**config.mk**
```make
export PLATFORM = sky130hd
export DESIGN_NAME = osm_cell
export DESIGN_NICKNAME = d
export VERILOG_FILES = /design/src/rtl/osm_pkg.sv /design/src/rtl/osm_cell.sv
export SDC_FILE = /design/constraint.sdc
export NUM_CORES = 1
export LEC_CHECK = 0
export BUFFER_PORTS_ARGS = -buffer_cell sky130_fd_sc_hd__buf_2
export CAP_MARGIN = 20
export CORE_ASPECT_RATIO = 1.25
export CORE_MARGIN = 5
export CORE_UTILIZATION = 48
export CTS_CLUSTER_DIAMETER = 50
export DETAILED_ROUTE_END_ITERATION = 6
export PLACE_DENSITY = 0.86
export SLEW_MARGIN = 20
export SYNTH_ARGS = -nofsm -noshare
export SYNTH_HDL_FRONTEND = slang
export SYNTH_SLANG_ARGS = --single-unit
```
**constraint.sdc**
```tcl
create_clock -name clk_i -period 9.4 [get_ports clk_i]
set_clock_uncertainty 0.1 [all_clocks]
set_input_delay 0.94 -clock clk_i [delete_from_list [all_inputs] [get_ports clk_i]]
set_output_delay 0.94 -clock clk_i [all_outputs]
set_load 0.02 [all_outputs]
```
**src/rtl/osm_pkg.sv**
```systemverilog
`timescale 1ns / 1ps

package osm_pkg;

  // store geometry
  localparam int CAPACITY = 1024;
  localparam int IDX_W    = (CAPACITY > 2) ? $clog2(CAPACITY) : 1;
  localparam int CNT_W    = $clog2(CAPACITY + 1);

  // reduction tree: cells are gathered in groups, groups are combined after
  localparam int GROUP    = 32;
  localparam int GIDX_W   = $clog2(GROUP);
  localparam int NGROUP   = (CAPACITY + GROUP - 1) / GROUP;

  localparam int VAL_W    = 32;
  localparam int OUT_CNT_W = 11;

  typedef enum logic [2:0] {
    KIND_INSERT = 3'd0,
    KIND_ERASE  = 3'd1,
    KIND_RANK   = 3'd2,
    KIND_KTH    = 3'd3,
    KIND_PRED   = 3'd4,
    KIND_SUCC   = 3'd5
  } osm_kind_e;

  typedef enum logic [1:0] {
    STAT_OK    = 2'd0,
    STAT_NONE  = 2'd1,
    STAT_FULL  = 2'd2
  } osm_status_e;

  typedef struct packed {
    logic [2:0]              req_type;
    logic signed [VAL_W-1:0] operand;
  } osm_req_t;

  typedef struct packed {
    logic signed [VAL_W-1:0] result_value;
    logic [1:0]              status;
    logic [OUT_CNT_W-1:0]    entry_count;
  } osm_rsp_t;

  // broadcast from the sequencer to every cell
  typedef struct packed {
    logic                    cmp_en;
    logic                    ins_en;
    logic                    ers_en;
    logic [2:0]              kind;
    logic signed [VAL_W-1:0] operand;
    logic [CNT_W-1:0]        count;
    logic                    k_ok;
    logic [IDX_W-1:0]        kidx;
  } osm_ctrl_t;

  // registered result of one group of cells
  typedef struct packed {
    logic                    hit;
    logic [GIDX_W-1:0]       lidx;
    logic signed [VAL_W-1:0] val;
  } osm_grp_t;

endpackage

```
**src/rtl/osm_cell.sv**
```systemverilog
`timescale 1ns / 1ps

module osm_cell (
  input  logic                             clk_i,
  input  logic                             rst_ni,
  input  logic [osm_pkg::IDX_W-1:0]        idx_i,
  input  osm_pkg::osm_ctrl_t               ctrl_i,
  input  logic signed [osm_pkg::VAL_W-1:0] prev_val_i,
  input  logic                             prev_lt_i,
  input  logic                             prev_le_i,
  input  logic signed [osm_pkg::VAL_W-1:0] next_val_i,
  input  logic                             next_lt_i,
  output logic signed [osm_pkg::VAL_W-1:0] val_o,
  output logic                             lt_o,
  output logic                             le_o,
  output logic                             mark_o
);
  import osm_pkg::*;

  logic signed [VAL_W-1:0] val_q;
  logic                    lt_q, le_q, eq_q;
  logic                    filled;
  logic                    first_ge;

  assign filled   = CNT_W'(idx_i) < ctrl_i.count;
  assign first_ge = !lt_q && prev_lt_i;

  // compare flags against the operand
  always_ff @(posedge clk_i or negedge rst_ni) begin
    if (!rst_ni) begin
      lt_q <= 1'b0;
      le_q <= 1'b0;
      eq_q <= 1'b0;
    end else if (ctrl_i.cmp_en) begin
      lt_q <= filled && (val_q <  ctrl_i.operand);
      le_q <= filled && (val_q <= ctrl_i.operand);
      eq_q <= filled && (val_q == ctrl_i.operand);
    end
  end

  // shift right on insert, left on erase
  always_ff @(posedge clk_i) begin
    if (ctrl_i.ins_en && !le_q) begin
      val_q <= prev_le_i ? ctrl_i.operand : prev_val_i;
    end else if (ctrl_i.ers_en && !lt_q) begin
      val_q <= next_val_i;
    end
  end

  // select this cell for the reduction tree
  always_comb begin
    unique case (ctrl_i.kind)
      KIND_ERASE: mark_o = first_ge && eq_q;
      KIND_RANK:  mark_o = first_ge;
      KIND_KTH:   mark_o = ctrl_i.k_ok && (idx_i == ctrl_i.kidx);
      KIND_PRED:  mark_o = lt_q && !next_lt_i;
      KIND_SUCC:  mark_o = !le_q && filled && prev_le_i;
      default:    mark_o = 1'b0;
    endcase
  end

  assign val_o = val_q;
  assign lt_o  = lt_q;
  assign le_o  = le_q;

endmodule

```
# Yosys cells after proc, flatten, opt, wreduce, memory -nomap -nowiden
# Cells that the tools add are included.
[word_totals]
regBits = 35
input_bits = 139
elab_cells = 33
[op_classes]
magnitude_cmp = 3
eq_ne = 7
n_mux = 4
n_reduce_logical = 15
[ops]
columns = ["op", "n"]
rows = [
  ["2-to-1 mux 32 bit", 3],
  ["equality test 32 bit", 1],
  ["less-or-equal comparator 32 bit", 1],
  ["< comparator 32 bit", 1],
  ["logical AND 1 bit", 11],
  ["< comparator 10 x 11 -> 1 bit", 1],
  ["equality test 10 bit", 1],
  ["equality test 3 x 2 -> 1 bit (second input constant)", 2],
  ["equality test 3 bit (second input constant)", 2],
  ["case mux 1 bit (5 select lines)", 1],
  ["equality test 3 x 1 -> 1 bit (second input constant)", 1],
  ["logical NOT 1 bit", 3],
  ["nonzero test 2 bit", 1],
]

# Depth between registers and ports, before layout
[logic_depth]
word_depth = 4
depth_mapped = 9

# Worst setup path after synthesis
# OpenSTA, ideal clock, no wires.
[synth_path]
kind = "input port to flip-flop"
from = "input port ctrl_i[57] in the netlist's numbering"
to = "register val_q[0] (netlist: val_o[0]) (enable)"
setup_time_ns = 0.466
arrival_ns = 3.246
setup_slack_ns = 5.588
cell_stages = 2
path_cell_list = "inv_1 o21ai_0"
[synth_between]
elab_chain_len = 2
[synth_rtl]
columns = ["item", "line", "rtl"]
rows = [
  ["start: declaration", "osm_cell.sv:7", "input osm_pkg::osm_ctrl_t ctrl_i,"],
  ["logical AND 1 bit", "osm_cell.sv:45", "end else if (ctrl_i.ers_en && !lt_q) begin"],
  ["nonzero test 2 bit (no source line)", "-", ""],
  ["end signal: assignment", "osm_cell.sv:44", "val_q <= prev_le_i ? ctrl_i.operand : prev_val_i;"],
  ["end signal: assignment", "osm_cell.sv:46", "val_q <= next_val_i;"],
  ["end: declaration", "osm_cell.sv:20", "logic signed [VAL_W-1:0] val_q;"],
]
# No other way between the ends.
# A chain may end at the register's enable or synchronous reset.

# Worst setup path in the final report
[layout_path]
from = "input port idx_i[6] in the netlist's numbering"
to = "output port mark_o"
[layout_between]
elab_chain_len = 4
word_cells_on_any_way = 6
classes_between = "order compare: 1; eq/ne: 1; mux: 1; reduce/logical: 3"
[layout_rtl]
columns = ["item", "line", "rtl"]
rows = [
  ["start: declaration", "osm_cell.sv:6", "input logic [osm_pkg::IDX_W-1:0] idx_i,"],
  ["< comparator 10 x 11 -> 1 bit", "osm_cell.sv:25", "assign filled = CNT_W'(idx_i) < ctrl_i.count;"],
  ["logical AND 1 bit (2 in a row)", "osm_cell.sv:57", "KIND_SUCC: mark_o = !le_q && filled && prev_le_i;"],
  ["case mux 1 bit (5 select lines) (*)", "osm_cell.sv:52", "unique case (ctrl_i.kind)"],
  ["end: declaration", "osm_cell.sv:16", "output logic mark_o"],
]
# Every way passes the cells marked *; elsewhere a longest branch is shown, timed or not.

==> impl_results.md <==
* Status: completed
* DRT antenna net count at 0
* Die Span Y at about 98 um
* Area Growth Syn to Fin at 35.5%
* Die area at 7830 sq um
* Cells along the critical path: buf_2 -> ha_1 -> a21oi_1 -> o21ai_0 -> a21oi_1 -> o22ai_1 -> o31ai_1 -> buf_2
* Final Cycle Share at around 37%
* First-pass GRT wire length at 13200 um
* Hold buffers post-CTS at 0
* Fin. Hold Viols at 0
* Grt total ovfl at 0
* Port-buffer cells at 173
* Largest net degree at the start of global routing at 66
* Lkg Pwr at between 2 and 2.5 nW
* Max-slew violations at 0
* Slowest stage delay, CP at 300 ps
* Layout Utilization at 65.8%
* RSZ-0062 raised after global routing: no
* Post-Route Setup TNS at 0 ps
* CTS resizes at 0
* Relative slew margins at 28.6%
* Post-synth EDFFs at 32
* Initial antenna violation count at 0
* Syn Area/Cell at approximately 9.2 sq um
* Root buffer cell: clkbuf_8
* Vias at 2976
* Top cells by area, synth: edfxtp_1 (33%), ha_1 (17%), mux2i_1 (11%)
* Peak VDD IR at about 0.00010 V
* Core area at 6090 sq um
* Int Power at 439 uW
* # IOs at ~170
* DRT Pass-1 Iters at 4
* Critical path launch point type: primary input
* Top cell type's share of synthesized area at 32.5%
* Gate power share at 47.3%
* Drt via density at 5.15
* Worst-Margin Slew at 1070 ps
* Critical path arrival at 2390 ps
* Yosys warning count at 0
* CTS Buffer Depth at 2
* Finished Layout Cells at 578
* Post-Synthesis Cell Area at around 3000 sq um
* H-tree levels at 2
* Number of CTS-inserted buffers at 5
* Core Rows at 32
* Cell Area, Placed at 3900 sq um
* Sw Ratio at 40.9%
* Critical Path RT at between 8000 and 9000 ps
* Primary FF master, synth: edfxtp_1
* DRC Markers at 0
* Worst min-delay path category: in2async
* Layout cells sized above 1 at 37.9%
* Final setup viols at 0
* Pwr per Cell Area at approximately 190 nW/um^2
* Syn Nets at 502
* Vias in the first global route at about 3200
* Worst Path Class, Setup: in2out
* Routed WL per cell at about 14 um
* Post-synthesis cell type count at 36
* Synth top cells by count: inv_1 (44), nand2_1 (44), ha_1 (41)
* Asr flop ratio synth at ~8.6%
* Sequential power share at between 30% and 40%
* Seq/Total Area, Yosys at 35.1%
* N_diodes at 0
* Die X at approximately 80 um
* CP max FO at 4
* Fin nets at ~670
* Fill count at 521
* Buf+Inv Stages, Crit Path at 2
* Routed WL at 8260 um
* Crit-path slowest cell: ha_1
* GPL Wtd Cong at 0.774
* Initial Util at 48.5%
* Fin area at 4000 sq um
* Sink Count at 35
* CP delay by family, top: compound AO/OA/AOI/OAI gates
* Dpl cells at 570
* Clock power frac at 15.8%
* Drt initial violations at 50
* Clock Latency Late Sink at 280 ps
* Max-cap violations at 0
* Worst setup EP type: output pin
* Clock transition at path regs at 80 ps
* Postcts setup bufs at 0
* Yosys top cell by area: edfxtp_1
* Post-synthesis cell count at 322
* CTS tree: yes
* Global-route usage over all layers at about a fifth
* Number of synthesized register bits at 35
* Fin crit period at approximately 3400 ps
* Net Sw Power at 303 uW
* Post-DP HPWL at 6870 um
* Fmax at 291 MHz
==> cell type report <==
cell class              instances  area (sq um)  area share [%]
clock buffers                   7          86.3            2.16
repair buffers                174           873            21.8
inverters                      44           165            4.13
well taps                      85           106            2.66
multi-input cells             232          1730            43.1
clock inverters                 1          8.76           0.219
flip-flops and latches         35          1040            25.9
==> per-layer routing <==
layer / vias to the layer above / wire length (um) / track usage, %
li1: 1488 / - / -
met1: 1357 / 3040 / 21.6
met2: 121 / 4330 / 40.1
met3: 10 / 775 / 6.40
met4: 0 / 106 / 4.94
met5: - / 0 / 0
==> cells in the final DEF, fill, tap and decap left out, types with 2 or more instances in the layout <==
cell type | synthesis | routed
a21o_1 | 5 | 5
a21oi_1 | 18 | 18
a221o_1 | 2 | 2
a221oi_1 | 2 | 2
and4_1 | 2 | 2
buf_2 | 3 | 173
clkbuf_8 | 0 | 6
dfrtp_1 | 3 | 3
edfxtp_1 | 32 | 32
ha_1 | 41 | 41
inv_1 | 44 | 44
mux2i_1 | 32 | 32
nand2_1 | 44 | 44
nand3_1 | 4 | 4
nand4_1 | 5 | 5
nand4b_1 | 2 | 2
nor2_1 | 6 | 6
nor3_1 | 2 | 2
nor4bb_1 | 2 | 2
o21ai_0 | 37 | 36
o21ai_1 | 2 | 2
o31ai_1 | 3 | 3
xnor2_1 | 10 | 10
==> power groups by stage <==
stage | clock network, mW | registers (mW) | logic, mW
final | 0.117 | 0.274 | 0.351
after global routing | 0.125 | 0.281 | 0.395
after CTS | 0.120 | 0.274 | 0.357
after detailed placement | 0 | 0.278 | 0.355
after global placement | 0 | 0.273 | 0.345
after floorplan | 0 | 0.339 | 0.162
==> sequential cells by signal, summed over array words and instances, names as in the netlist <==
register and cells:
eq_q 1, le_o 1, lt_o 1, val_o 32
==> worst paths after layout <==
kind	depth (start not counted)	to	start	slack, ps
worst min register to register	1	eq_q	eq_q	440
worst max register to register	8	le_o	val_o[25]	7040
max in group asynchronous	1	le_o	rst_ni	8760
min in group clk_i	1	eq_q	eq_q	440
worst min-delay path	1	eq_q	rst_ni	330
worst max-delay path	8	mark_o	idx_i[6]	5970
==> cell families after synthesis <==
| group | synth area share (%) |
|---|---|
| muxes | 10.8 |
| adders and majority gates | 17.4 |
| buffers and inverters | 7.12 |
| and+or+nand+nor | 12.0 |
| xor gates and xnor gates | 3.26 |
| AOI/OAI and AO/OA | 14.3 |
| DFF | 35.1 |
==> through the flow <==
stage / total power, mW / hold slack, ps / setup slack [ps]
3_3_place_gp: 0.618 / 416 / 6030
2_1_floorplan: 0.501 / 373 / 5590
5_1_grt: 0.801 / 326 / 5830
3_5_place_dp: 0.633 / 414 / 5940
6_report: 0.743 / 334 / 5970
4_1_cts: 0.752 / 326 / 5950
Note: power is estimated with default switching activity, not from simulation.
