**config.mk**
```make
export PLATFORM = sky130hd
export DESIGN_NAME = osm_group
export DESIGN_NICKNAME = d
export VERILOG_FILES = /design/src/rtl/osm_pkg.sv /design/src/rtl/osm_group.sv
export SDC_FILE = /design/constraint.sdc
export NUM_CORES = 1
export LEC_CHECK = 0
export ABC_CLOCK_PERIOD_IN_PS = 800
export BUFFER_PORTS_ARGS = -buffer_cell sky130_fd_sc_hd__buf_2
export CAP_MARGIN = 20
export CORE_AREA = 2 2 433 435
export CTS_CLUSTER_DIAMETER = 120
export CTS_CLUSTER_SIZE = 30
export DETAILED_ROUTE_END_ITERATION = 7
export DIE_AREA = 0 0 435 437
export PLACE_DENSITY = 0.3
export SLEW_MARGIN = 15
export SYNTH_ARGS = -nofsm -noshare
export SYNTH_HDL_FRONTEND = slang
export SYNTH_SLANG_ARGS = --single-unit
```
**constraint.sdc**
```tcl
create_clock -name clk_i -period 0.8 [get_ports clk_i]
set_input_delay 0.16 -clock clk_i [delete_from_list [all_inputs] [get_ports clk_i]]
set_output_delay 0.16 -clock clk_i [all_outputs]
set_load 0.02 [all_outputs]
```
**src/rtl/osm_pkg.sv**
```systemverilog
`timescale 1ns / 1ps

package osm_pkg;

  // store geometry
  localparam int CAPACITY = 1024;
  localparam int IDX_W    = (CAPACITY > 2) ? $clog2(CAPACITY) : 1;
  localparam int CNT_W    = $clog2(CAPACITY + 1);

  // reduction tree: cells are gathered in groups, groups are combined after
  localparam int GROUP    = 32;
  localparam int GIDX_W   = $clog2(GROUP);
  localparam int NGROUP   = (CAPACITY + GROUP - 1) / GROUP;

  localparam int VAL_W    = 32;
  localparam int OUT_CNT_W = 11;

  typedef enum logic [2:0] {
    KIND_INSERT = 3'd0,
    KIND_ERASE  = 3'd1,
    KIND_RANK   = 3'd2,
    KIND_KTH    = 3'd3,
    KIND_PRED   = 3'd4,
    KIND_SUCC   = 3'd5
  } osm_kind_e;

  typedef enum logic [1:0] {
    STAT_OK    = 2'd0,
    STAT_NONE  = 2'd1,
    STAT_FULL  = 2'd2
  } osm_status_e;

  typedef struct packed {
    logic [2:0]              req_type;
    logic signed [VAL_W-1:0] operand;
  } osm_req_t;

  typedef struct packed {
    logic signed [VAL_W-1:0] result_value;
    logic [1:0]              status;
    logic [OUT_CNT_W-1:0]    entry_count;
  } osm_rsp_t;

  // broadcast from the sequencer to every cell
  typedef struct packed {
    logic                    cmp_en;
    logic                    ins_en;
    logic                    ers_en;
    logic [2:0]              kind;
    logic signed [VAL_W-1:0] operand;
    logic [CNT_W-1:0]        count;
    logic                    k_ok;
    logic [IDX_W-1:0]        kidx;
  } osm_ctrl_t;

  // registered result of one group of cells
  typedef struct packed {
    logic                    hit;
    logic [GIDX_W-1:0]       lidx;
    logic signed [VAL_W-1:0] val;
  } osm_grp_t;

endpackage

```
**src/rtl/osm_group.sv**
```systemverilog
`timescale 1ns / 1ps

module osm_group (
  input  logic                             clk_i,
  input  logic                             rst_ni,
  input  logic                             mark_i [osm_pkg::GROUP],
  input  logic signed [osm_pkg::VAL_W-1:0] val_i  [osm_pkg::GROUP],
  output osm_pkg::osm_grp_t                grp_o
);
  import osm_pkg::*;

  osm_grp_t grp_d, grp_q;

  // at most one mark is set, so OR gathers index and value
  always_comb begin
    grp_d = '0;
    for (int j = 0; j < GROUP; j++) begin
      if (mark_i[j]) begin
        grp_d.hit  = 1'b1;
        grp_d.lidx = grp_d.lidx | GIDX_W'(j);
        grp_d.val  = grp_d.val | val_i[j];
      end
    end
  end

  // register the group result
  always_ff @(posedge clk_i or negedge rst_ni) begin
    if (!rst_ni) begin
      grp_q <= '0;
    end else begin
      grp_q <= grp_d;
    end
  end

  assign grp_o = grp_q;

endmodule

```
### Yosys cells after proc, flatten, opt, wreduce, memory -nomap -nowiden

Index checks and enable logic that the tools add are counted.

* bitwise gates (word level): 31
* mux-type cells: 32

Operators with widths (number)
* 2-to-1 mux 38 bit: 32
* OR 32 bit: 31

* input bits: 1058
* register bits after elaboration: 38
* logic and storage cells: 66
* output and inout port bits: 38

### Longest topological paths before layout

Gate-level depths: netlist of run 1.

* depth in word-level cells: 63
* mapped depth: 5
* depth with buffers taken out: 3

### Worst setup path after synthesis of run 1

Ideal clock, no wire load.

* kind: in2reg
* start point: input mark_i[6] (netlist name)
* end point: register grp_q, in the netlist grp_o[24]
* arrival time: 1.153 ns
* stages: 5
* setup time: 0.138 ns
* path buffers: 2
* data required time: 0.662 ns
* slack: -0.492 ns
* cells stage by stage: buf_2 buf_6 a22oi_1 nand4_1 or4_1

RTL lines
* from (decl): RTL line osm_group.sv:6 `input logic mark_i [osm_pkg::GROUP],`
* to (signal assigned): RTL line osm_group.sv:31 `grp_q <= grp_d;`
* to (decl): RTL line osm_group.sv:12 `osm_grp_t grp_d, grp_q;`

==> metrics.cfg, run 1 <==
[synthesis]
synth_edf_count = 0
seq_area_frac_synth_pct = 13.6
yosysTopAreaCell = a22oi_1
syn_nets = 1919
ys_types = 12
synth_top_flop_cell = dfrtp_1
yosys.area.top_type_share_pct = 54.9
ys_top_cells_by_area = a22oi_1 (55%), dfrtp_1 (14%), nand4_1 (12%)
avgSynthCellArea_um2 = 8.11
yosysMostFrequentCell = a22oi_1
syn_area_um2 = 6980
ys_async_sr_fraction_pct = 100
synthCells = 861
synth_commonest_cells = a22oi_1 (511), nand4_1 (134), buf_6 (59)
synth-seq-cells = 38
synth-warning-count = 0

[clocking]
cts_buffers = 5
htreeDepth = 2
cts_max_path_buffers = 2
cts_tree = built
clkTransAtPathRegs_ns = 0.08
clock-sinks = 38
clock-root-buffer = clkbuf_16

[global_route]
overflow = 0
grt_antenna_before_repair = 246
grt_pass1_vias = 15800
grt_pass1_wl_um = 213000
grt_use_total_pct = 18.0
grt_max_degree = 23

[die]
die_area_um2 = 190000
die_h_um = 437
num_rows = 158
die-width_um = 435
pin_count = 1096
start_util_pct = 3.77
core_area_um2 = 185000

[routing]
wl_um = 180000
drc = 0
vias_per_cell = 3.49
ant_nets = 0
dr.pass1.iters = 5
first_iter_violations = 1603
wire_per_inst_um = 38.2
dr_total_vias = 16400

[power_and_ir_drop]
power_uw = 15400
power_frac_seq_pct = 12.5
p_leak_uw = 0.00832
switchingPower_uw = 7320
power-per-cell-area_nw_per_um2 = 780
clkPwrFrac_pct = 18.4
vdd_ir_drop_max_v = 0.000715
p_int_uw = 8090
switching_share_pct = 47.5
p_comb_share_pct = 69.2

[sta]
grt_setup_unrepaired = true
hold_violations = 0
maxSlewViolCount = 0
setup_viol = 76
setup_slack_ns = -0.886
max-slew-margin-rel_pct = 68.4
post-route-min-period_ns = 1.69
timing.hold.ws_ns = 0.127
fmax_mhz = 593
fin_setup_tns_ns = -34.94
fin_crit_sh_pct = 211
tightest_slew_ns = 0.474

[setup_path]
crit_fanout = 5
cp_cell_sequence = buf_8 > buf_12 > buf_16 > a22oi_2 > nand4_1 > buf_6 > or4_4
critPathKind = input pin to flip-flop
crit_arrival_ns = 1.92
crit_path_end = grp_o[13]
crit_start = mark_i[27]
critPathMaxStageDelay_ns = 0.52
end_kind = flip-flop
crit_slowest_cell = or4_4
critPathLaunchType = input pin
cp.required_ns = 1.03

[min_path]
hold_path.class = input pin to flip-flop
hp-start = val_i[335]

[cells_and_area]
fin_nets = 3195
largest_reg_flops = 38
syn2layout_area_growth_pct = 183
finalNonFillerCells = 4696
drive_gt1_share_pct = 72.2

[outcome]
status = finished, violations left
violations = negative setup slack

[place]
port_buffers = 1095
globalplace.congestion = 0.971
detailed_place_hpwl_um = 162000
placed_cells = 4558

[job]
cap_viol_max_count = 0

==> power groups by stage <==
stage	sequential [uW]	clock, uW	combinational, uW
final	1920	2840	10700
after global routing	1920	3170	11200
after CTS	1920	3170	10600
after detailed placement	1960	0	9730
after global placement	1960	0	9780
after floorplan	1960	0	2710
==> area by class of cell <==
class / count / area (um^2)
fill: 21800 / 165000
timing repair buffer: 1397 / 9580
multi-input combinational: 695 / 5770
tap: 2480 / 3100
sequential: 38 / 960
antenna: 78 / 195
clock buffer: 6 / 139
clock inverter: 2 / 12.5
==> cells in the final DEF (no fill, tap or decap), types with 9 or more instances in the layout <==
master / count
nand4_1: 134
buf_12: 81
or4_1: 25
a22oi_2: 113
buf_4: 166
buf_6: 88
buf_2: 1035
a22oi_1: 399
diode_2: 78
nor4_4: 9
buf_8: 15
dfrtp_1: 31
==> per-stage QoR <==
step / utilization (%) / worst slack (ns) / instance area, um^2
after CTS: 10.4 / -0.913 / 19200
after global routing: 10.6 / -0.863 / 19700
final: 10.7 / -0.886 / 19800
after detailed placement: 9.46 / -1.53 / 17500
after global placement: 9.46 / -1.55 / 17500
after floorplan: - / -0.480 / 7350
==> per-layer routing <==
| metal | vias up | track usage (%) | routed length (um) |
|---|---|---|---|
| li1 | 6519 | - | - |
| met4 | 130 | 5.19 | 5610 |
| met5 | - | 0 | 827 |
| met1 | 8034 | 19.6 | 64200 |
| met3 | 404 | 6.14 | 16400 |
| met2 | 1319 | 32.7 | 92400 |
==> worst max-delay path, delay by kind of cell <==
kind,cells,cell delay (ns)
and+or+nand+nor,2,0.89
buffers and inverters,4,0.70
AOI/OAI and AO/OA,1,0.15
==> how the worst min path moves through the flow <==
stage	slack, ns	endpoint	depth (start not counted)
after detailed placement	0.16	grp_o[16]	2
after global routing	0.11	grp_o[22]	4
final	0.13	grp_o[15]	4
after CTS	0.08	grp_o[8]	4
after floorplan	-0.14	grp_o[0]	0
after global placement	0.17	grp_o[16]	2
==> cells by family (layout without fill, tap and decap cells) <==
kind of cell | Yosys count | after routing | share of synthesized area, %
other | 0 | 78 | 0
and+or+nand+nor | 183 | 183 | 17.0
buffers and inverters | 128 | 1405 | 14.3
AOI/OAI and AO/OA | 512 | 512 | 55.1
DFF | 38 | 38 | 13.6
==> what timing repair did <==
item / CTS / global route
buffers inserted: 34 / 12
hold buffers: 1 / 0
setup endpoints to repair: 76 / 76
hold endpoints to repair: 38 / 0
resized for setup: 270 / 53
gates cloned: 7 / 1
pin swaps: 80 / 41
Power figures use the tool's default switching activity.
==> run 2, diff against run 1 <==
- SETUP_SLACK_MARGIN: not set -> 0.1
==> run 2 against run 1 <==
Compared with the run above: the flow still finishes with violations (negative setup slack); hold slack improved by 0.0022 ns; die area is the same; total power rose by 0.80%; cell count is 0.11% higher; core utilization barely moved; wire length rose by 0.73%; clock-buffer cell count did not move; non-clock buffer count up 4; fmax about the same; sequential power hardly changed; setup slack improved by 0.0017 ns; via count grew 0.49%; critical endpoint unchanged; largest power group unchanged.
==> metrics.cfg, run 2 (synthesis gave the netlist of run 1 again) <==
[outcome]
status = finished, violations left
violations = negative setup slack

[sta]
post-route-min-period_ns = 1.68
fmax_mhz = 594
hold_violations = 0
tightest_slew_ns = 0.482
setup_slack_ns = -0.884
grt_setup_unrepaired = true
fin_crit_sh_pct = 211
maxSlewViolCount = 0
setup_viol = 76
max-slew-margin-rel_pct = 67.9

[die]
die-width_um = 435
core_area_um2 = 185000
die_area_um2 = 190000
start_util_pct = 3.77
die_h_um = 437
pin_count = 1096
num_rows = 158

[power_and_ir_drop]
power-per-cell-area_nw_per_um2 = 783
switching_share_pct = 47.7
switchingPower_uw = 7410
power_uw = 15500
vdd_ir_drop_max_v = 0.000712
p_int_uw = 8130
clkPwrFrac_pct = 18.5
power_frac_seq_pct = 12.4
p_leak_uw = 0.00837
p_comb_share_pct = 69.2

[routing]
wl_met1_um = 64900
highest_layer = met5
vias_per_cell = 3.51
dr_total_vias = 16500
dr.pass1.iters = 5
wire_per_inst_um = 38.5
wl_met2_um = 93000
ant_nets = 0
drc = 0
wl_um = 181000
first_iter_violations = 1653
wl_met3_um = 16000

[place]
globalplace.congestion = 0.971
port_buffers = 1095
detailed_place_hpwl_um = 162000

[setup_path]
crit_start = mark_i[27]
end_kind = flip-flop
critPathKind = input pin to flip-flop
crit_arrival_ns = 1.92
crit_path_end = grp_o[13]
critPathLaunchType = input pin
cp.required_ns = 1.03
crit_fanout = 5

[cells_and_area]
largest_reg_flops = 38
final_common_cell = buf_2
mostFrequentLayoutCells = buf_2 (1031), a22oi_1 (405), buf_4 (163)
syn2layout_area_growth_pct = 184
drive_gt1_share_pct = 71.8
utilization_pct = 10.7
fin_nets = 3199

[clocking]
clock-root-buffer = clkbuf_16
cts_max_path_buffers = 2
clkTransAtPathRegs_ns = 0.09
clock-sinks = 38
cts_tree = built
cts_buffers = 5
htreeDepth = 2

[global_route]
grt_max_degree = 23
grt_antenna_before_repair = 241
grt_pass1_vias = 15800
grt_use_total_pct = 18.2
overflow = 0
grt_pass1_wl_um = 214000

[min_path]
hold_path.class = input pin to flip-flop

[job]
cap_viol_max_count = 0

==> run 2: cell types whose count changed in the layout (fill, tap and decap cells not counted), sizes merged <==
cell and delta:
diode +1, buf +4
==> run 2: worst min-delay path by stage <==
stage,from,end,slack (ns),depth (start not counted)
CTS,val_i[424],grp_o[8],0.08,4
floorplan,rst_ni,grp_o[0],-0.14,0
finish,val_i[424],grp_o[8],0.13,4
detailed placement,rst_ni,grp_o[16],0.16,2
global route,val_i[214],grp_o[22],0.11,4
global placement,rst_ni,grp_o[16],0.17,2
==> run 2: routing by layer <==
layer,vias up,track usage (%)
met5,-,0
met4,126,5.43
met3,400,6.10
met2,1306,33.0
met1,8124,19.8
li1,6530,-
==> run 2: critical path: stages <==
cell and delay (ns):
buf_8 0.11, buf_12 0.14, buf_16 0.15, a22oi_2 0.15, nand4_1 0.37, buf_6 0.30
or4_4 0.52
==> run 2: cell type report <==
| class | instances | area, um^2 |
|---|---|---|
| clock buffer | 6 | 139 |
| fill | 21800 | 165000 |
| sequential | 38 | 958 |
| antenna | 79 | 198 |
| timing repair buffer | 1401 | 9710 |
| clock inverter | 2 | 12.5 |
| multi-input combinational | 695 | 5720 |
| tap | 2480 | 3100 |
==> run 2: through the flow <==
stage               hold slack (ns)  setup WS, ns  cells  cell area [um^2]  setup TNS (ns)
floorplan                    -0.136        -0.480    861              7350          -16.68
global route                  0.108        -0.863   4662             19700          -37.55
finish                        0.129        -0.884   4701             19800          -35.29
global placement              0.169         -1.55   4558             17500          -43.06
detailed placement            0.161         -1.53   4558             17500          -43.21
CTS                          0.0820        -0.913   4613             19300          -36.54
==> run 2: repair_timing <==
action	in CTS	in global routing
gates resized for setup	280	53
buffers inserted	38	9
pin swaps	79	40
setup endpoints to repair	76	76
hold buffers	1	0
hold endpoints to repair	38	0
cloned	8	1
==> run 2: power by group through the flow <==
stage	clock [uW]	combinational (uW)	sequential, uW
global route	3170	11200	1920
floorplan	0	2710	1960
finish	2870	10700	1920
CTS	3170	10700	1920
global placement	0	9780	1960
detailed placement	0	9730	1960
